`config.mk`:
```
export PLATFORM = sky130hd
export DESIGN_NAME = nnds_setup
export DESIGN_NICKNAME = d
export VERILOG_FILES = /design/src/sv/nnds_pkg.sv /design/src/sv/nnds_divider.sv /design/src/sv/nnds_setup.sv
export SDC_FILE = /design/constraint.sdc
export NUM_CORES = 1
export LEC_CHECK = 0
export ABC_AREA = 1
export ABC_CLOCK_PERIOD_IN_PS = 12510
export BUFFER_PORTS_ARGS = -buffer_cell sky130_fd_sc_hd__buf_2
export CAP_MARGIN = 20
export CORE_UTILIZATION = 40
export DETAILED_ROUTE_END_ITERATION = 10
export PLACE_DENSITY_LB_ADDON = 0.05
export SYNTH_ARGS = -nofsm -noshare
export SYNTH_HDL_FRONTEND = slang
export SYNTH_HIERARCHICAL = 1
export SYNTH_SLANG_ARGS = --single-unit
```
`constraint.sdc`:
```
create_clock -name clk -period 12.51 [get_ports clk]
set_clock_uncertainty 0.05 [all_clocks]
set_input_delay 2.502 -clock clk [delete_from_list [all_inputs] [get_ports clk]]
set_output_delay 2.502 -clock clk [all_outputs]
set_load 0.02 [all_outputs]
```
`src/sv/nnds_pkg.sv`:
```
// Shared types, constants and helpers for the nearest-neighbor DDA scaler.
`default_nettype none
package nnds_pkg;

  localparam int STORE_DEPTH_DEF = 65536;
  localparam int MAX_DIM         = 1024;
  localparam int DIM_W           = 11;
  localparam int PIX_W           = 8;
  localparam int SRC_ADDR_W      = 16;
  localparam int DST_ADDR_W      = 16;
  localparam int DIV_W           = 12;
  localparam int ERR_W           = 13;
  localparam int NUM_REGS        = 6;
  localparam int REG_IDX_W       = 3;

  typedef enum logic [1:0] {
    KIND_WRITE   = 2'd0,
    KIND_EMIT    = 2'd1,
    KIND_RESTART = 2'd2
  } kind_t;

  typedef enum logic [REG_IDX_W-1:0] {
    REG_SRC_W      = 3'd0,
    REG_SRC_H      = 3'd1,
    REG_DST_W      = 3'd2,
    REG_DST_H      = 3'd3,
    REG_SRC_STRIDE = 3'd4,
    REG_DST_STRIDE = 3'd5
  } reg_idx_t;

  typedef enum logic [2:0] {
    SU_IDLE,
    SU_LAUNCH_X,
    SU_WAIT_X,
    SU_LAUNCH_Y,
    SU_WAIT_Y,
    SU_MUL,
    SU_DONE
  } setup_state_t;

  typedef struct packed {
    logic [DIM_W-1:0] whole_x;
    logic [DIV_W-1:0] rem_x;
    logic [DIV_W-1:0] den_x;
    logic [DIV_W-1:0] rem_y;
    logic [DIV_W-1:0] den_y;
    logic [DIM_W-1:0] src_stride;
    logic [DIM_W-1:0] dst_stride;
    logic [DIM_W-1:0] dst_w;
    logic [DIM_W-1:0] dst_h;
  } step_terms_t;

  typedef struct packed {
    logic busy;
    logic done;
  } setup_stat_t;

  function automatic logic [DIM_W-1:0] sat_dim(input logic [DIM_W-1:0] v);
    logic [DIM_W:0] lim;
    lim = (DIM_W+1)'(MAX_DIM);
    if ({1'b0, v} > lim) begin
      return lim[DIM_W-1:0];
    end
    return v;
  endfunction

endpackage
`default_nettype wire

```
`src/sv/nnds_divider.sv`:
```
// Restoring divider, one quotient bit per cycle.
`default_nettype none
module nnds_divider (
  input  logic                       clk,
  input  logic                       rst_n,
  input  logic                       start,
  input  logic [nnds_pkg::DIV_W-1:0] dividend,
  input  logic [nnds_pkg::DIV_W-1:0] divisor,
  output logic                       done,
  output logic [nnds_pkg::DIV_W-1:0] quotient,
  output logic [nnds_pkg::DIV_W-1:0] remainder
);
  import nnds_pkg::*;

  localparam int CNT_W = $clog2(DIV_W + 1);

  logic             busy_r;
  logic [CNT_W-1:0] cnt_r;
  logic [DIV_W-1:0] quo_r;
  logic [DIV_W-1:0] rem_r;
  logic [DIV_W-1:0] dvs_r;
  logic [DIV_W:0]   shifted;
  logic [DIV_W:0]   trial;

  assign shifted = {rem_r, quo_r[DIV_W-1]};
  assign trial   = shifted - {1'b0, dvs_r};

  always_ff @(posedge clk) begin
    if (!rst_n) begin
      busy_r <= 1'b0;
      cnt_r  <= '0;
    end else if (start) begin
      busy_r <= 1'b1;
      cnt_r  <= CNT_W'(DIV_W);
    end else if (busy_r) begin
      if (cnt_r == '0) begin
        busy_r <= 1'b0;
      end else begin
        cnt_r <= cnt_r - 1'b1;
      end
    end
  end

  always_ff @(posedge clk) begin
    if (start) begin
      quo_r <= dividend;
      rem_r <= '0;
      dvs_r <= divisor;
    end else if (busy_r && (cnt_r != '0)) begin
      if (!trial[DIV_W]) begin
        rem_r <= trial[DIV_W-1:0];
        quo_r <= {quo_r[DIV_W-2:0], 1'b1};
      end else begin
        rem_r <= shifted[DIV_W-1:0];
        quo_r <= {quo_r[DIV_W-2:0], 1'b0};
      end
    end
  end

  assign done      = busy_r && (cnt_r == '0);
  assign quotient  = quo_r;
  assign remainder = rem_r;

endmodule
`default_nettype wire

```
`src/sv/nnds_setup.sv`:
```
// Frame setup sequencer: whole and remainder steps for both axes.
`default_nettype none
module nnds_setup #(
  parameter int ADDR_W = $clog2(nnds_pkg::STORE_DEPTH_DEF)
) (
  input  logic                       clk,
  input  logic                       rst_n,
  input  logic                       start,
  input  logic [nnds_pkg::DIM_W-1:0] src_w,
  input  logic [nnds_pkg::DIM_W-1:0] src_h,
  input  logic [nnds_pkg::DIM_W-1:0] dst_w,
  input  logic [nnds_pkg::DIM_W-1:0] dst_h,
  input  logic [nnds_pkg::DIM_W-1:0] src_stride,
  input  logic [nnds_pkg::DIM_W-1:0] dst_stride,
  output nnds_pkg::step_terms_t      terms,
  output logic [ADDR_W-1:0]          whole_y,
  output nnds_pkg::setup_stat_t      stat
);
  import nnds_pkg::*;

  setup_state_t     state_r, state_nxt;
  step_terms_t      terms_r;
  logic [DIV_W-1:0] a_x_r, a_y_r;
  logic [DIM_W-1:0] quo_y_r;
  logic [ADDR_W-1:0] whole_y_r;
  logic [2*DIM_W-1:0] prod;

  logic             div_start, div_sel_y, div_done;
  logic [DIV_W-1:0] div_a, div_b, div_q, div_rem;

  assign div_a = div_sel_y ? a_y_r : a_x_r;
  assign div_b = div_sel_y ? terms_r.den_y : terms_r.den_x;

  nnds_divider u_div (
    .clk       (clk),
    .rst_n     (rst_n),
    .start     (div_start),
    .dividend  (div_a),
    .divisor   (div_b),
    .done      (div_done),
    .quotient  (div_q),
    .remainder (div_rem)
  );

  always_comb begin
    state_nxt = state_r;
    case (state_r)
      SU_IDLE:     if (start) state_nxt = SU_LAUNCH_X;
      SU_LAUNCH_X: state_nxt = SU_WAIT_X;
      SU_WAIT_X:   if (div_done) state_nxt = SU_LAUNCH_Y;
      SU_LAUNCH_Y: state_nxt = SU_WAIT_Y;
      SU_WAIT_Y:   if (div_done) state_nxt = SU_MUL;
      SU_MUL:      state_nxt = SU_DONE;
      SU_DONE:     state_nxt = SU_IDLE;
      default:     state_nxt = SU_IDLE;
    endcase
  end

  always_comb begin
    div_start = 1'b0;
    div_sel_y = 1'b0;
    stat.busy = 1'b1;
    stat.done = 1'b0;
    case (state_r)
      SU_IDLE:     stat.busy = 1'b0;
      SU_LAUNCH_X: div_start = 1'b1;
      SU_WAIT_X:   div_sel_y = 1'b0;
      SU_LAUNCH_Y: begin
        div_start = 1'b1;
        div_sel_y = 1'b1;
      end
      SU_WAIT_Y:   div_sel_y = 1'b1;
      SU_MUL:      div_sel_y = 1'b1;
      SU_DONE:     stat.done = 1'b1;
      default:     stat.busy = 1'b0;
    endcase
  end

  always_ff @(posedge clk) begin
    if (!rst_n) begin
      state_r <= SU_IDLE;
    end else begin
      state_r <= state_nxt;
    end
  end

  assign prod = quo_y_r * terms_r.src_stride;

  always_ff @(posedge clk) begin
    if ((state_r == SU_IDLE) && start) begin
      a_x_r              <= {src_w, 1'b0};
      a_y_r              <= {src_h, 1'b0};
      terms_r.den_x      <= {dst_w, 1'b0};
      terms_r.den_y      <= {dst_h, 1'b0};
      terms_r.src_stride <= src_stride;
      terms_r.dst_stride <= dst_stride;
      terms_r.dst_w      <= dst_w;
      terms_r.dst_h      <= dst_h;
    end
    if ((state_r == SU_WAIT_X) && div_done) begin
      if (terms_r.den_x < a_x_r) begin
        terms_r.whole_x <= div_q[DIM_W-1:0];
        terms_r.rem_x   <= div_rem;
      end else begin
        terms_r.whole_x <= '0;
        terms_r.rem_x   <= a_x_r;
      end
    end
    if ((state_r == SU_WAIT_Y) && div_done) begin
      if (terms_r.den_y < a_y_r) begin
        quo_y_r       <= div_q[DIM_W-1:0];
        terms_r.rem_y <= div_rem;
      end else begin
        quo_y_r       <= '0;
        terms_r.rem_y <= a_y_r;
      end
    end
    if (state_r == SU_MUL) begin
      whole_y_r <= ADDR_W'(prod);
    end
  end

  assign terms   = terms_r;
  assign whole_y = whole_y_r;

endmodule
`default_nettype wire

```
Word-level counts from Yosys, hierarchy flattened
Index checks and enable logic that the tools add are counted.

Memories: 0. Flip-flop bits (word level): 172. Output and inout bits: 121. RAM bits: 0. Word-level logic and storage cells: 76. Latch bits: 0. Bits of input ports: 69. ROM bits: 0.

Add/sub/neg operators: 2. Reduce and logical (&&, ||, !) cells: 17. Equal/unequal tests: 10. Magnitude comparators: 2. Shifts and indexed selects: 0. Multiply operators: 1. Muxes and demuxes: 22. Div/mod/pow operators: 0. Bitwise gates (word level): 2.

Operator list (count): $mux 12 (7); $lt 12x12->1 (2); $pmux 3 s6 (1); $mul 11x11->16 (1); $sub 13x12->13 (1); $mux 4 (3); $eq 3x3->1 const B (3); $mux 3 (3); $mux 1 (8); $ne 2x2->1 const B (4); $eq 3x2->1 const B (2); $reduce_or 6->1 (1); $logic_and 1x1->1 (5); $logic_not 4->1 (1); $reduce_and 2->1 (2); $reduce_bool 2->1 (2); $reduce_bool 4->1 (1); $reduce_or 2->1 (2); $sub 4x1->4 const B (1); $eq 3x1->1 const B (1); $logic_not 3->1 (1); $reduce_and 3->1 (1); $reduce_or 3->1 (1); $not 1->1 (2).

Logic depth before layout (Yosys ltp)
Gate-level depths: netlist of run 1.

Word-level depth: 5. Gate-level depth with buffers: 22. Gate-level depth less buffers: 21.

Cells and area by module
Netlist of run 1, hierarchy kept.

By module, submodules not included: nnds_setup (cells an instance 892, seq. area each 3903.7 sq um, instances 1, area each 8844.7 sq um); nnds_divider (cells an instance 340, seq. area each 1061.0 sq um, instances 1, area each 2648.8 sq um).

Worst setup path before layout of run 1
No wires, ideal clock.

Kind: input -> register. Start point: input start. End point: register a_x_r[10], enable pin. Data required time: 11.970 ns. Slack: 6.691 ns. Stages: 2. Setup time: 0.490 ns. Buffers on the path: 0. Data arrival time: 5.279 ns. Cell sequence: inv_1 nor2_1.

Word-level cells in the longest chain between the ends: 1.

Ends and longest elaborated chain: start, declared (RTL line nnds_setup.sv:8) `input logic start,`; $logic_and 1x1->1 (RTL line nnds_setup.sv:90) `if ((state_r == SU_IDLE) && start) begin`; end signal, assigned (RTL line nnds_setup.sv:91) `a_x_r <= {src_w, 1'b0};`; end, declared (RTL line nnds_setup.sv:23) `logic [DIV_W-1:0] a_x_r, a_y_r;`.

No other way between the ends. A chain may end at the register's enable or synchronous reset.

Worst setup path after layout of run 1
Start point: register terms_r (netlist bit terms[38]). End point: register whole_y_r[15], in the netlist whole_y[15], data pin.

Word-level cells in the longest chain between the ends: 1.

Ends and longest elaborated chain: start, declared (RTL line nnds_setup.sv:22) `step_terms_t terms_r;`; $mul 11x11->16 (RTL line nnds_setup.sv:87) `assign prod = quo_y_r * terms_r.src_stride;`; named net prod[15] (RTL line nnds_setup.sv:26) `logic [2*DIM_W-1:0] prod;`; end signal, assigned (RTL line nnds_setup.sv:119) `whole_y_r <= ADDR_W'(prod);`; end, declared (RTL line nnds_setup.sv:25) `logic [ADDR_W-1:0] whole_y_r;`.

The timed path passes the listed nets, and every way through them passes these cells.

==> flow_summary.rst, run 1 <==
.. list-table::
   :header-rows: 1

   * - Metric
     - Value
   * - Status
     - finished clean
   * - Number of port buffers
     - 187
   * - Classification of the worst-slack hold path
     - reg -> reg
   * - Xor-xnor portion of the synthesized cell area
     - 1.30%
   * - Clock slew seen by the registers of the worst setup and hold paths
     - 0.08 ns
   * - Wire length reported by the detailed router
     - 27.8 mm
   * - Maximum ir drop on the vdd rail
     - 104 uV
   * - Final weighted congestion of routability-driven global placement
     - 0.879
   * - Global-route wire length before repair
     - 43.3 mm
   * - # Max-Cap Violations
     - 0
   * - Worst-case setup margin in the final layout
     - 7.52 ns
   * - DR iter-0 viols
     - 424
   * - Layout Cell Area excl Fill
     - 0.0132 sq mm
   * - Clk Tree Root Cell
     - clkbuf_16
   * - Total cell area at the placement stage
     - 0.0126 sq mm
   * - Share of synthesized area occupied by flip-flops and latches
     - 43.2%
   * - Crit path time final
     - 4.99 ns
   * - Crit path launch
     - terms[38]
   * - Final setup fails
     - 0
   * - Dominant combinational cell family by area after synthesis
     - adder cells
   * - Via count of the first global-routing pass
     - 8113
   * - Flop and latch count out of synthesis
     - 172
   * - Crit path max fanout
     - 13
   * - I/O pin count
     - 190
   * - Proportion of layout cells with a drive suffix above 1
     - 20.9%
   * - Fraction of synthesized area in multiplexers
     - 1.14%
   * - Synth Area in Compound Gates
     - 4.21%
   * - Upper clock frequency limit
     - 200 MHz
   * - Inserted Diodes
     - 0
   * - Number of gates given a new drive strength after cts
     - 0
   * - Maximum number of buffers from clock root to sink
     - 2
   * - RR Endpoint
     - whole_y[15]
   * - Syn avg cell area
     - 9.33 sq um
   * - Slew at the pin with the worst max-slew slack
     - 0.947 ns
   * - Pre-antenna DRT Iters
     - 5
   * - Combined area of all synthesized cells
     - 0.0115 sq mm
   * - Number of DRC violations after detailed routing
     - 0
   * - Via density
     - 4.56
   * - Number of instances in the synthesized netlist
     - 1232
   * - Endpoint of the worst setup timing path
     - whole_y[15]
   * - Core outline area
     - 0.0280 sq mm
   * - Chip Width
     - 172 um
   * - Simple-gate share of the synthesized area
     - 17.8%
   * - Hold-fix buffer count after cts
     - 0
   * - Minimum setup slack among reg-to-reg paths
     - 7.52 ns
   * - Count of clock tree sinks
     - 172
   * - Number of failing hold endpoints at the final stage
     - 0
   * - Number of cells in the finished layout apart from fillers
     - 1780
   * - Vias
     - 8108
   * - Data arrival time of the critical path
     - 5.14 ns
   * - Area of the die
     - 0.0294 sq mm
   * - Routed length per placed instance
     - 15.6 um
   * - Latest clock arrival within the worst-skew pair
     - 0.45 ns
   * - Inst Count DP
     - 1748
   * - Antenna viol nets, final
     - 0
   * - CTS tree
     - built
   * - Length in cells of the worst reg-to-reg path
     - 17
   * - Setup slack after placement
     - 7.51 ns
   * - Launching point of the worst reg2reg path
     - terms[38]
   * - Final Net Count
     - 1597
   * - Power per standard cell area
     - 207 mW/mm^2
   * - Overall fraction of global-route tracks in use
     - 19.8%
   * - Floorplan die height
     - 172 um
   * - Worst setup path class
     - reg -> reg
   * - Number of max-slew violations in the final report
     - 0
   * - Startpoint type of the worst setup path
     - flip-flop
   * - Static leakage
     - 6.64 nW
   * - Gr ovfl total
     - 0
   * - Part of the cycle the worst path needs
     - 39.9%
   * - Num CTS Buffers
     - 17
   * - Largest net degree at the start of global routing
     - 67
   * - Placed wire-length estimate after detailed placement
     - 21.6 mm
   * - Post-layout total power
     - 2.75 mW
   * - Setup repair after global routing missed its margin
     - no
   * - Sort of element at the end of the critical path
     - flip-flop
   * - Data required, critical path
     - 12.66 ns
   * - Starting Density
     - 41.0%
   * - Antenna violations before repair
     - 0
   * - Adder-cell share of the synthesized area
     - 19.6%
   * - Number of buffers inserted by post-CTS setup repair
     - 0
   * - Syn. warnings
     - 6
   * - Total number of placement rows
     - 61
   * - Worst max-slew margin expressed relative to the limit
     - 36.9%
   * - Synth unique cells
     - 44
   * - Synthesis-to-layout area growth
     - 15.2%
   * - CTS HTree Levels
     - 4
   * - Total negative slack
     - 0 ns
## how the worst min path moves through the flow
stage	to	startpoint	cells past startpoint	slack, ns
2_1_floorplan	u_div/remainder[0]	u_div/remainder[0]	2	0.41
4_1_cts	u_div/remainder[0]	u_div/remainder[0]	2	0.45
3_3_place_gp	u_div/remainder[0]	u_div/remainder[0]	2	0.44
5_1_grt	u_div/remainder[7]	u_div/remainder[7]	2	0.48
3_5_place_dp	u_div/remainder[2]	u_div/remainder[2]	2	0.44
6_report	u_div/remainder[0]	u_div/remainder[0]	2	0.46
## cells by family (layout without fill, tap and decap cells)
| logic type | Yosys count | after routing |
|---|---|---|
| AOI/OAI and AO/OA | 89 | 89 |
| xor gates and xnor gates | 17 | 17 |
| adders and majority gates | 139 | 139 |
| buffers and inverters | 346 | 513 |
| DFF | 172 | 172 |
| muxes | 10 | 10 |
| other | 1 | 4 |
| and+or+nand+nor | 458 | 458 |
## per-stage QoR
stage	util (%)	hold slack (ns)
after CTS	47.3	0.452
final	47.3	0.456
after global routing	47.3	0.476
after detailed placement	45.0	0.441
after global placement	45.0	0.443
after floorplan	-	0.410
## Yosys cell counts (all sizes together)
master | instances | area [sq um]
a21o | 1 | 7.51
a21oi | 33 | 180
a31oi | 3 | 18.8
buf | 45 | 333
clkbuf | 15 | 57.6
conb | 1 | 3.75
dfxtp | 20 | 400
edfxtp | 152 | 4560
fa | 68 | 1360
ha | 71 | 888
inv | 286 | 1080
mux2 | 10 | 131
nand2 | 332 | 1370
nand3 | 49 | 300
nand3b | 4 | 30.0
nand4 | 9 | 86.3
nor2 | 58 | 230
nor3 | 5 | 25.0
nor4 | 1 | 6.26
o211ai | 2 | 15.0
o21a | 1 | 7.51
o21ai | 45 | 225
o21bai | 3 | 22.5
o31ai | 1 | 7.51
xnor2 | 7 | 61.3
xor2 | 10 | 87.6
## area by class of cell
cell class	instances	area, sq um
repair buffers	195	996
clock inverters	15	224
well taps	378	473
multi-input cells	717	5090
fillers	2778	14800
inverters	286	1080
clock buffers	17	425
flip-flops and latches	172	4960
## registers in the layout (all words and copies together), names as in the netlist
register and flops:
u_div/dvs_r 12, a_x_r 11, u_div/remainder 12, u_div/quotient 12
state_r 3, whole_y 16, u_div/cnt_r 4, u_div/busy_r 1
a_y_r 11, quo_y_r 11, terms 79
## metal layers
layer	track usage, %	share of wire, %
met5	0	0
met4	6.29	1.9
met3	2.97	3.8
met2	35.2	51
met1	24.5	44
## critical path: stages, from the launching register on
cell	delay [ns]
edfxtp_1	0.61
nand2_1	0.15
fa_1	0.56
inv_1	0.06
fa_1	0.51
fa_1	0.52
fa_1	0.56
inv_1	0.06
fa_1	0.53
inv_1	0.04
ha_1	0.36
nand2_1	0.12
nor3_1	0.21
nand3_1	0.12
nand3_1	0.14
inv_1	0.04
nand3_1	0.07
nand2_1	0.05
## power breakdown
group	switching [mW]	internal (mW)	total [mW]
Sequential	0.0648	0.776	0.841
Combinational	0.843	0.485	1.33
Clock	0.294	0.285	0.579
Total	1.20	1.55	2.75
## cell usage in the layout, fill, tap and decap left out, types with 7 or more instances in the layout
cell type and count:
nand2_1 306, nand2_2 15, nor2_1 52, nand3_1 38
o21ai_1 15, xor2_1 10, inv_2 8, a21oi_1 31
nand4_1 7, xnor2_1 7, clkbuf_16 17, fa_1 68
dfxtp_1 20, buf_4 8, ha_1 71, buf_2 187
edfxtp_1 152, nand2_4 11, o21ai_0 30, nand3_2 11
inv_1 277
Note: power is estimated with default switching activity, not from simulation.
==> run 2, diff against run 1 <==
--- a/config.mk
+++ b/config.mk
@@ -6,7 +6,7 @@
 export NUM_CORES = 1
 export LEC_CHECK = 0
 export ABC_AREA = 1
-export ABC_CLOCK_PERIOD_IN_PS = 12510
+export ABC_CLOCK_PERIOD_IN_PS = 5150
 export BUFFER_PORTS_ARGS = -buffer_cell sky130_fd_sc_hd__buf_2
 export CAP_MARGIN = 20
 export CORE_UTILIZATION = 40
==> constraint.sdc (replaced) <==
create_clock -name clk -period 5.15 [get_ports clk]
set_clock_uncertainty 0.05 [all_clocks]
set_input_delay 1.03 -clock clk [delete_from_list [all_inputs] [get_ports clk]]
set_output_delay 1.03 -clock clk [all_outputs]
set_load 0.02 [all_outputs]
==> run 2 against run 1 <==
- critical path depth unchanged
- via count up 0.89%
- largest cell class unchanged
- critical endpoint unchanged
- flip-flop and latch count unchanged
- total power up 140%
- cell count up 0.96%
- sequential power up 140%
- combinational power up 140%
==> flow_summary.rst, run 2 (synthesis gave the netlist of run 1 again) <==
.. list-table::
   :header-rows: 1

   * - Metric
     - Value
   * - Upper clock frequency limit
     - 202 MHz (+0.96%)
   * - Total negative slack
     - 0 ns (unchanged)
   * - Count of clock tree sinks
     - 172 (unchanged)
   * - Proportion of layout cells with a drive suffix above 1
     - 21.8% (+0.95 points)
   * - # Max-Cap Violations
     - 0 (unchanged)
   * - Worst max-slew margin expressed relative to the limit
     - 39.4% (+2.5 points)
   * - Core outline area
     - 0.0280 sq mm (unchanged)
   * - Cell with the most instances on the worst path
     - fa_1
   * - Setup repair after global routing missed its margin
     - no
   * - Area of the die
     - 0.0294 sq mm (unchanged)
   * - Buf/Inv on CP
     - 4 (unchanged)
   * - Worst stage delay on the critical path
     - 0.61 ns (about the same)
   * - Starting Density
     - 41.0% (unchanged)
   * - CTS tree
     - built
   * - Floorplan die height
     - 172 um (unchanged)
   * - Largest net degree at the start of global routing
     - 67 (unchanged)
   * - Minimum setup slack among reg-to-reg paths
     - 0.21 ns (-7.31 ns)
   * - Hold Path Sink
     - u_div/remainder[0]
   * - Clk Tree Root Cell
     - clkbuf_16
   * - Latest clock arrival within the worst-skew pair
     - 0.45 ns (about the same)
   * - Final weighted congestion of routability-driven global placement
     - 0.877 (-0.20%)
   * - Flip-flop count of the largest register after layout
     - 79 (unchanged)
   * - Maximum ir drop on the vdd rail
     - 201 uV (+94%)
   * - Antenna violations before repair
     - 0 (unchanged)
   * - CTS HTree Levels
     - 4 (unchanged)
   * - Number of filler cells placed in the layout
     - 2712 (-2.4%)
   * - Via count of the first global-routing pass
     - 7849 (-3.3%)
   * - Total cell area at the placement stage
     - 0.0127 sq mm (+0.48%)
   * - Slowest cell on the critical path
     - edfxtp_1
   * - Placed wire-length estimate after detailed placement
     - 21.5 mm (-0.55%)
   * - Layout Cell Area excl Fill
     - 0.0134 sq mm (+0.87%)
   * - Worst setup path class
     - reg -> reg
   * - Power per standard cell area
     - 497 mW/mm^2 (+140%)
   * - Slew at the pin with the worst max-slew slack
     - 0.909 ns (-0.0380 ns)
   * - Number of max-slew violations in the final report
     - 0 (unchanged)
   * - Length in cells of the worst reg-to-reg path
     - 17 (unchanged)
   * - Number of DRC violations after detailed routing
     - 0 (unchanged)
   * - RR Endpoint
     - whole_y[15]
   * - Launching point of the worst reg2reg path
     - quo_y_r[2]
   * - Data arrival time of the critical path
     - 5.09 ns (-0.05 ns)
   * - Via density
     - 4.55 (about the same)
   * - Number of failing hold endpoints at the final stage
     - 0 (unchanged)
   * - Routed length per placed instance
     - 15.4 um (-1.4%)
   * - Final setup fails
     - 0 (unchanged)
   * - Wire length reported by the detailed router
     - 27.7 mm (-0.50%)
   * - Overall fraction of global-route tracks in use
     - 19.5% (-0.30 points)
   * - Antenna viol nets, final
     - 0 (unchanged)
   * - I/O pin count
     - 190 (unchanged)
   * - Worst slack on hold paths
     - 0.450 ns (-0.00567 ns)
   * - Data required, critical path
     - 5.29 ns (-7.37 ns)
   * - Number of cells in the finished layout apart from fillers
     - 1797 (+0.96%)
   * - Pre-antenna DRT Iters
     - 5 (unchanged)
   * - Total number of placement rows
     - 61 (unchanged)
   * - DR iter-0 viols
     - 432 (+1.9%)
   * - Status
     - finished clean
   * - Crit path max fanout
     - 11 (-2)
   * - Chip Width
     - 172 um (unchanged)
   * - Classification of the worst-slack hold path
     - reg -> reg
   * - Final Net Count
     - 1614 (+1.1%)
   * - Clock slew seen by the registers of the worst setup and hold paths
     - 0.08 ns (about the same)
   * - Static leakage
     - 6.71 nW (+1.1%)
   * - Startpoint type of the worst setup path
     - flip-flop
   * - Launch point of the worst hold path
     - u_div/remainder[0]
   * - Global-route wire length before repair
     - 42.6 mm (-1.8%)
   * - Part of the cycle the worst path needs
     - 96.0% (+56 points)
   * - Number of port buffers
     - 187 (unchanged)
   * - Most common cell after layout, fill and taps aside
     - nand2_1
   * - Inst Count DP
     - 1756 (+0.46%)
   * - Crit path cell chain
     - nand2_1, fa_1, fa_1, inv_1, fa_1, fa_1, inv_1, fa_1, inv_1, ha_1, nand2_1, o21ai_0, nand2_1, nand3_1, inv_1, nand3_1, nand2_1
   * - Post-layout total power
     - 6.64 mW (+140%)
   * - Num CTS Buffers
     - 17 (unchanged)
   * - Cell count of the worst hold path
     - 2 (unchanged)
   * - Sort of element at the end of the critical path
     - flip-flop
   * - Crit path time final
     - 4.94 ns (-0.0475 ns)
   * - Inserted Diodes
     - 0 (unchanged)
   * - Gr ovfl total
     - 0 (unchanged)
   * - Commonest cells after routing, fill and taps aside
     - nand2_1 (306), inv_1 (277), buf_2 (187), edfxtp_1 (152), ha_1 (71)
   * - Vias
     - 8180 (+0.89%)
   * - Maximum number of buffers from clock root to sink
     - 2 (unchanged)
   * - Largest delay contributor family on the critical path
     - adder cells
   * - Synthesis-to-layout area growth
     - 16.2%
run 2: cell types whose count changed in the layout (fill, tap and decap cells not counted):
cell / delta
buf_4: +17
inv_16: -2
inv_12: +2
inv_8: +1
clkinv_8: -1
run 2: area by class of cell:
cell class | count | area, sq um | share of cell area (%)
multi-input cells | 717 | 5090 | 38.1
flip-flops and latches | 172 | 4960 | 37.2
repair buffers | 212 | 1120 | 8.41
inverters | 286 | 1080 | 8.05
well taps | 378 | 473 | 3.54
clock buffers | 17 | 425 | 3.18
clock inverters | 15 | 211 | 1.58
run 2: worst max path at each step:
| stage | from | cells after the start | to |
|---|---|---|---|
| after detailed placement | terms[39] | 17 | whole_y[15] |
| after CTS | terms[39] | 17 | whole_y[15] |
| after global routing | terms[37] | 17 | whole_y[15] |
| after floorplan | terms[38] | 18 | whole_y[15] |
| final | quo_y_r[2] | 17 | whole_y[15] |
| after global placement | quo_y_r[5] | 17 | whole_y[15] |
run 2: power breakdown:
part	leakage [nW]	internal [mW]	switching [mW]
clock	0.309	0.687	0.699
combinational	4.82	1.18	2.03
sequential	1.58	1.88	0.148
total	6.71	3.76	2.88
run 2: routing by layer:
metal,GRT usage (%),wire (um),vias up
met5,0,0,-
met4,5.78,424,0
met3,2.58,877,26
met2,34.3,13900,193
met1,24.9,12500,3824
li1,-,-,4137
run 2: metrics by stage:
stage,setup slack [ns],utilization [%]
2_1_floorplan,0.280,-
5_1_grt,0.00206,47.7
4_1_cts,0.207,47.5
3_5_place_dp,0.220,45.2
3_3_place_gp,0.263,45.2
6_report,0.206,47.7
run 2: repair_timing:
item | in CTS | in global routing
endpoints found under the setup margin | 0 | 1
hold buffers | 0 | 0
endpoints found under the hold margin | 0 | 0
setup buffers | 0 | 9
gates resized for setup | 0 | 0
run 2: worst register-to-register path: cells and delay by family, from the launching register on:
kind,cells,cell delay [ns]
AO/OA/AOI/OAI,1,0.27
adder cells (fa/ha/maj),6,3.01
buffers and inverters,4,0.21
flip-flops,1,0.61
AND/OR/NAND/NOR,6,0.58
